### config.mk
export PLATFORM = sky130hd
export DESIGN_NAME = software_timer_bank
export DESIGN_NICKNAME = d
export VERILOG_FILES = /design/src/hdl/stb_pkg.sv /design/src/hdl/stb_ram.sv /design/src/hdl/software_timer_bank.sv
export SDC_FILE = /design/constraint.sdc
export NUM_CORES = 2
export LEC_CHECK = 0
export ABC_CLOCK_PERIOD_IN_PS = 8500
export BUFFER_PORTS_ARGS = -buffer_cell sky130_fd_sc_hd__buf_2
export CAP_MARGIN = 30
export CORE_ASPECT_RATIO = 0.9
export CORE_UTILIZATION = 53
export DETAILED_ROUTE_END_ITERATION = 16
export PLACE_DENSITY = 0.72
export SKIP_LAST_GASP = 1
export SYNTH_ARGS = -nofsm -noshare
export SYNTH_HDL_FRONTEND = slang
export SYNTH_SLANG_ARGS = --single-unit
export TNS_END_PERCENT = 50
### constraint.sdc
create_clock -name clk -period 8.5 [get_ports clk]
set_input_delay 0.85 -clock clk [delete_from_list [all_inputs] [get_ports clk]]
set_output_delay 0.85 -clock clk [all_outputs]
set_load 0.01 [all_outputs]
### src/hdl/stb_pkg.sv
// Package for the software timer bank: sizes, request modes and result codes.
// No dependencies; used by software_timer_bank, timer_bank_checker and testbench.
package stb_pkg;
	localparam int MaxTimersDefault = 16;
	localparam logic [1:0] MODE_TICK = 2'd0;
	localparam logic [1:0] MODE_REG = 2'd1;
	localparam logic [1:0] MODE_UNREG_SLOT = 2'd2;
	localparam logic [1:0] MODE_UNREG_TAG = 2'd3;
	localparam logic [2:0] ST_REGISTERED = 3'd0;
	localparam logic [2:0] ST_REMOVED = 3'd1;
	localparam logic [2:0] ST_NOT_FOUND = 3'd2;
	localparam logic [2:0] ST_FIRED = 3'd3;
	localparam logic [2:0] ST_FULL = 3'd4;
	localparam logic [2:0] ST_TICK_DONE = 3'd5;
endpackage

### src/hdl/stb_ram.sv
// Generic single-port-write, one-read RAM with registered read data.
// No dependencies.
module stb_ram #(
	parameter int Width = 32,
	parameter int Depth = 16
) (
	input  logic                     clk,
	input  logic                     we,
	input  logic [$clog2(Depth)-1:0] waddr,
	input  logic [Width-1:0]         wdata,
	input  logic [$clog2(Depth)-1:0] raddr,
	output logic [Width-1:0]         rdata
);
	logic [Width-1:0] mem_q [Depth];

	always_ff @(posedge clk) begin
		if (we) mem_q[waddr] <= wdata;
		rdata <= mem_q[raddr];
	end
endmodule

### src/hdl/software_timer_bank.sv
// Top level of the software timer bank: sequencer, per-slot state, firing order.
// Depends on stb_pkg and stb_ram.
//
//  channel | valid     | stall     | payload
//  input   | in_valid  | in_stall  | mode slot timeout one_shot tag callback_id
//  output  | out_valid | out_stall | status slot_out tag_out callback_out last
//
// A request walks the firing order one position at a time through one shared
// compare unit; a tick reads and evaluates each live timer in turn, emits each fire
// and shifts the order for a one-shot removal, then sends the done result;
// a register shifts each live entry one position along the order.
// Reset (arst_n) empties the bank. The input stalls while a request is in work; the
// walk holds while a result waits in the output register.
module software_timer_bank import stb_pkg::*; #(
	parameter int MaxTimers = MaxTimersDefault
) (
	input  logic        clk,
	input  logic        arst_n,
	input  logic        in_valid,
	output logic        in_stall,
	input  logic [1:0]  mode,
	input  logic [3:0]  slot,
	input  logic [31:0] timeout,
	input  logic        one_shot,
	input  logic [31:0] tag,
	input  logic [31:0] callback_id,
	output logic        out_valid,
	input  logic        out_stall,
	output logic [2:0]  status,
	output logic [3:0]  slot_out,
	output logic [31:0] tag_out,
	output logic [31:0] callback_out,
	output logic        last
);
	localparam int SW = (MaxTimers > 1) ? $clog2(MaxTimers) : 1;
	localparam int CW = $clog2(MaxTimers + 1);
	localparam logic [CW-1:0] FullCount = CW'(MaxTimers);

	localparam logic [3:0] S_IDLE = 4'd0;
	localparam logic [3:0] S_REG = 4'd1;
	localparam logic [3:0] S_SHIFT_UP = 4'd2;
	localparam logic [3:0] S_RD = 4'd3;
	localparam logic [3:0] S_WAIT = 4'd4;
	localparam logic [3:0] S_EVAL = 4'd5;
	localparam logic [3:0] S_SHIFT_DN = 4'd6;
	localparam logic [3:0] S_EMIT = 4'd7;

	logic [3:0] state_q;
	logic [1:0] mode_q;
	logic [3:0] slot_q;
	logic [31:0] timeout_q, tag_q, cb_q;
	logic one_shot_q;
	logic [MaxTimers-1:0] live_q, single_q;
	logic [CW-1:0] count_q, pos_q, sh_q;
	logic [SW-1:0] cur_q;
	logic [31:0] elapsed_q [MaxTimers];
	logic [SW-1:0] order_q [MaxTimers];
	logic cont_q; // after emitting a fire, continue the tick walk

	// shared stores for limit, tag and callback
	logic ram_we;
	logic [SW-1:0] ram_waddr, ram_raddr;
	logic [31:0] lim_rd, tag_rd, cb_rd;

	stb_ram #(.Width(32), .Depth(MaxTimers)) u_lim (.clk, .we(ram_we), .waddr(ram_waddr),
		.wdata(timeout_q), .raddr(ram_raddr), .rdata(lim_rd));
	stb_ram #(.Width(32), .Depth(MaxTimers)) u_tag (.clk, .we(ram_we), .waddr(ram_waddr),
		.wdata(tag_q), .raddr(ram_raddr), .rdata(tag_rd));
	stb_ram #(.Width(32), .Depth(MaxTimers)) u_cb (.clk, .we(ram_we), .waddr(ram_waddr),
		.wdata(cb_q), .raddr(ram_raddr), .rdata(cb_rd));

	// lowest free slot
	logic [SW-1:0] free_slot;
	logic any_free;
	always_comb begin
		free_slot = '0;
		any_free = 1'b0;
		for (int i = MaxTimers - 1; i >= 0; i--) begin
			if (!live_q[i]) begin
				free_slot = SW'(i);
				any_free = 1'b1;
			end
		end
	end

	logic [SW-1:0] pos_idx, sh_idx;
	assign pos_idx = pos_q[SW-1:0];
	assign sh_idx = sh_q[SW-1:0];
	logic [31:0] el_next;
	assign el_next = elapsed_q[cur_q] + 32'd1;

	assign ram_raddr = order_q[pos_idx];
	// drop the write when the bank is full
	assign ram_we = (state_q == S_REG) && any_free && (count_q < FullCount);
	assign ram_waddr = free_slot;
	assign in_stall = (state_q != S_IDLE);

	always_ff @(posedge clk or negedge arst_n) begin
		if (!arst_n) begin
			state_q <= S_IDLE;
			live_q <= '0;
			count_q <= '0;
			out_valid <= 1'b0;
			cont_q <= 1'b0;
			for (int i = 0; i < MaxTimers; i++) elapsed_q[i] <= '0;
		end else begin
			if (out_valid && !out_stall && state_q != S_EMIT) out_valid <= 1'b0;
			unique case (state_q)
				S_IDLE: begin
					if (in_valid) begin
						mode_q <= mode;
						slot_q <= slot;
						timeout_q <= timeout;
						one_shot_q <= one_shot;
						tag_q <= tag;
						cb_q <= callback_id;
						pos_q <= '0;
						state_q <= (mode == MODE_REG) ? S_REG : S_RD;
					end
				end
				S_REG: begin
					if (!out_valid || !out_stall) begin
						if (!any_free || count_q >= FullCount) begin
							{status, slot_out} <= {ST_FULL, 4'd0};
							state_q <= S_EMIT;
							cont_q <= 1'b0;
						end else begin
							live_q[free_slot] <= 1'b1;
							single_q[free_slot] <= one_shot_q;
							elapsed_q[free_slot] <= '0;
							cur_q <= free_slot;
							sh_q <= count_q;
							state_q <= S_SHIFT_UP;
						end
					end
				end
				S_SHIFT_UP: begin
					// move the order down one position, then put the new slot first
					if (sh_q == '0) begin
						order_q[0] <= cur_q;
						count_q <= count_q + 1'b1;
						{status, slot_out} <= {ST_REGISTERED, 4'(cur_q)};
						cont_q <= 1'b0;
						state_q <= S_EMIT;
					end else begin
						order_q[sh_idx] <= order_q[SW'(sh_q - 1'b1)];
						sh_q <= sh_q - 1'b1;
					end
				end
				S_RD: begin
					// hold while the previous result still waits
					if (!out_valid || !out_stall) begin
						if (pos_q >= count_q) begin
							if (mode_q == MODE_TICK) status <= ST_TICK_DONE;
							else status <= ST_NOT_FOUND;
							slot_out <= '0;
							cont_q <= 1'b0;
							state_q <= S_EMIT;
						end else begin
							cur_q <= order_q[pos_idx];
							state_q <= S_WAIT;
						end
					end
				end
				S_WAIT: state_q <= S_EVAL;
				S_EVAL: begin
					unique case (mode_q)
						MODE_TICK: begin
							if (el_next >= lim_rd) begin
								{status, slot_out} <= {ST_FIRED, 4'(cur_q)};
								tag_out <= tag_rd;
								callback_out <= cb_rd;
								cont_q <= 1'b1;
								if (single_q[cur_q]) begin
									sh_q <= pos_q;
									state_q <= S_SHIFT_DN;
								end else begin
									elapsed_q[cur_q] <= '0;
									pos_q <= pos_q + 1'b1;
									state_q <= S_EMIT;
								end
							end else begin
								elapsed_q[cur_q] <= el_next;
								pos_q <= pos_q + 1'b1;
								state_q <= S_RD;
							end
						end
						MODE_UNREG_SLOT, MODE_UNREG_TAG: begin
							if ((mode_q == MODE_UNREG_SLOT) ? (4'(cur_q) == slot_q)
									: (tag_rd == tag_q)) begin
								{status, slot_out} <= {ST_REMOVED, 4'(cur_q)};
								cont_q <= 1'b0;
								sh_q <= pos_q;
								state_q <= S_SHIFT_DN;
							end else begin
								pos_q <= pos_q + 1'b1;
								state_q <= S_RD;
							end
						end
						default: state_q <= S_IDLE;
					endcase
				end
				S_SHIFT_DN: begin
					// close the gap in the order, then free the slot
					if (sh_q + 1'b1 >= count_q) begin
						count_q <= count_q - 1'b1;
						live_q[cur_q] <= 1'b0;
						elapsed_q[cur_q] <= '0;
						state_q <= S_EMIT;
					end else begin
						order_q[sh_idx] <= order_q[SW'(sh_q + 1'b1)];
						sh_q <= sh_q + 1'b1;
					end
				end
				S_EMIT: begin
					if (!out_valid || !out_stall) begin
						out_valid <= 1'b1;
						last <= !cont_q;
						if (!(status == ST_FIRED)) begin
							tag_out <= '0;
							callback_out <= '0;
						end
						state_q <= cont_q ? S_RD : S_IDLE;
					end
				end
				default: state_q <= S_IDLE;
			endcase
		end
	end
endmodule

==> run metrics <==
Die ar. 186000 um2; global route overflow 0; H-tree levels 4; clock slew at reported path FFs roughly 70 ps; Sink Count 2443; Post CTS Setup Buffer Count 0; PostCTS Resize Cnt 0; required time worst endpoint 9200 ps; first-pass GRT wire length 372.5 mm; Via Count roughly 55000; EDFF count, synth 1805; HP Class primary input to asynchronous set/reset pin; core area around 180000 um2; Die Wd 454.5 um; number of routed nets with antenna violations 0; Gate Count Post-Synth 5821; Setup violations, final 0; Longest Clk Path Bufs 3; total power 34550 uW; post-route setup slack around 770 ps; share of layout cells above drive strength 1 21.35%; transition time of the tightest slew-check pin between 1000 and 1500 ps; # IOs 181; RSZ-0062 raised after global routing false; nets@finish 6202; crit share post-route a little over 90%; IO buf count 180; Slew Limit Fails 0; maximum fanout along the worst path 20; Total Wirelength 253.6 mm; number of global-route vias before repair 55520; clock root buffer clkbuf_16; post-place setup slack 1058 ps; Total GRT Usage between 20% and 30%; area grow syn2layout 11.90%; status finished, final reports clean; VDD IR max 0.3420 mV; DP Area roughly 100000 um2; antenna violations before repair 8; Remaining DRCs 0; Mapped Area 97680 um2; Synth cell types 82; post-route design area 109300 um2; synth warn 0; num rows 149; fmax 129.3 MHz; clock latency reported for the late side of the worst-skew pair 890 ps; Num CTS Buffers 230; Main synth FF type edfxtp_1; Detailed Place HPWL ~140 mm; WL per Instance 29.27 um; RePlAce Congestion 0.9400; Initial Utilization 53.36%; Layout fillers 13150; Hold Vio Cnt, Final 0; Seq/Total Area, Yosys between 70% and 80%; Slew Limit Headroom between 20 and 25%; Pre-Repair DR Iteration Count 9; Max-Cap Viols 0; DR iter-0 viols 7255; Tmin final just under 8000 ps; Yosys reg bits between 2000 and 2500; Crit Path Class flop to flop; setup_tns 0 ps; Hold Buf Count CTS 0; Pleak 0.03875 uW; Post-synth ARST share 22.02%; CTS tree built; syn_nets 5979; CP Capture Type flop; largest net degree at the start of global routing 190; routed vias/inst approximately 6.4; CP startpoint kind flop; Hold Slack around 46 ps; Syn Area/Cell between 15 and 20 um2; arrival time worst endpoint about 8400 ps; die height 409.3 um; clock skew ~110 ps; PwrDens 316.0 nW/um2
==> report_power, final <==
part	internal (uW)	leakage, uW	switching [uW]
registers	13800	0.0245	508
logic	4060	0.0106	5880
clock network	5770	0.00368	4490
total	23700	0.0388	10900
==> area by class of cell <==
cell class                 instances  area [um2]  area share [%]
clock inverter                   128        1309           1.197
clock buffer                     303        6232           5.701
timing repair buffer             353        2643           2.417
sequential                      2443       69670           63.73
multi-input combinational       2933       26100           23.88
tap                             2416        3023           2.765
antenna                            4       10.01        0.009157
inverter                          83       324.1          0.2965
==> path summary, 6_finish.rpt <==
check | slack (ps) | cells after the start | endpoint | startpoint
max in group asynchronous | 6450 | 4 | elapsed_q[255]$_DFFE_PN0P_ | arst_n
min in group clk | 140 | 1 | tag_q[6]$_DFFE_PP_ | tag[6]
hold / removal | 50 | 1 | elapsed_q[226]$_DFFE_PN0P_ | arst_n
setup / recovery | 770 | 21 | elapsed_q[31]$_DFFE_PN0P_ | cur_q[2]$_DFFE_PP_
hold reg to reg | 480 | 2 | elapsed_q[407]$_DFFE_PN0P_ | elapsed_q[407]$_DFFE_PN0P_
setup reg to reg | 770 | 21 | elapsed_q[31]$_DFFE_PN0P_ | cur_q[2]$_DFFE_PP_
==> metrics by stage <==
stage | util [%] | instances
6_report | 59.71 | 8663
3_3_place_gp | 55.43 | 8211
2_1_floorplan | - | 5821
5_1_grt | 59.70 | 8660
4_1_cts | 59.65 | 8652
3_5_place_dp | 55.53 | 8221
==> per-layer routing <==
layer  routed length (um)  share of wire, %  up-vias  global-route usage (%)
met5                   28             0.011        -                       0
met4                 7934               3.1        4                   8.702
met3                24600               9.7      496                   6.219
met2               121500                48     3014                   43.08
met1                99510                39    28950                   38.26
li1                     -                 -    22990                       -
==> cells in the mapped netlist, drive strengths merged, types with 81 or more instances <==
cell type,number,area [um2]
inv,81,304.0
buf,210,1215
mux4,575,12950
o21ai,429,2147
clkbuf,152,571.8
dfxtp,100,2002
nand2,890,3341
edfxtp,1805,54200
a31oi,102,638.1
nor2,126,478.0
and3,108,675.7
dfrtp,538,13460
==> flip-flops by register name, indices dropped and copies added (netlist names), 32 cells and up, named ones only <==
register      flops
elapsed_q       512
u_cb.mem_q      512
u_lim.mem_q     512
u_tag.mem_q     512
order_q          64
callback_out     32
cb_q             32
tag_out          32
tag_q            32
timeout_q        32
u_cb.rdata       32
u_lim.rdata      32
u_tag.rdata      32
==> kinds of logic (layout without fill, tap and decap cells) <==
group,Yosys count,in the layout,share of synthesized area [%]
buf+inv,445,867,2.148
mux,592,592,13.44
other cells,0,4,0
fa+ha+maj,51,51,0.6609
simple gates,1354,1354,6.092
flops,2443,2443,71.32
compound gates,856,856,5.549
xor+xnor,80,80,0.7941
==> cell usage in the layout (no fill, tap or decap), types with 55 or more instances in the layout <==
cell / Yosys / layout
and2_1: 79 / 79
dfxtp_1: 100 / 100
a22o_1: 71 / 71
o21ai_0: 362 / 362
inv_1: 79 / 78
a31oi_1: 102 / 102
dfrtp_1: 538 / 538
edfxtp_1: 1805 / 1805
o21ai_1: 67 / 63
buf_2: 141 / 183
mux4_2: 575 / 571
nand2_1: 890 / 890
clkbuf_16: 0 / 232
clkbuf_1: 151 / 55
and3_1: 108 / 107
buf_4: 20 / 136
nor2_1: 124 / 106
==> worst max-delay path, stage by stage, from the launching register on <==
cell and delay [ps]:
edfxtp_1 450, nor2_2 820, buf_4 450, a22oi_1 170, nand2_1 290, nand4_2 230, nor3_4 520, and3_1 290
nand4_1 150, xor2_2 600, inv_1 280, ha_1 370, a21oi_1 150, o21ai_0 110, nand2_1 80, nand3_1 80
a21oi_1 460, buf_4 260, nand2_1 260, nor2_1 360, nand2_1 660, o21ai_0 460
Power figures use the tool's default switching activity.
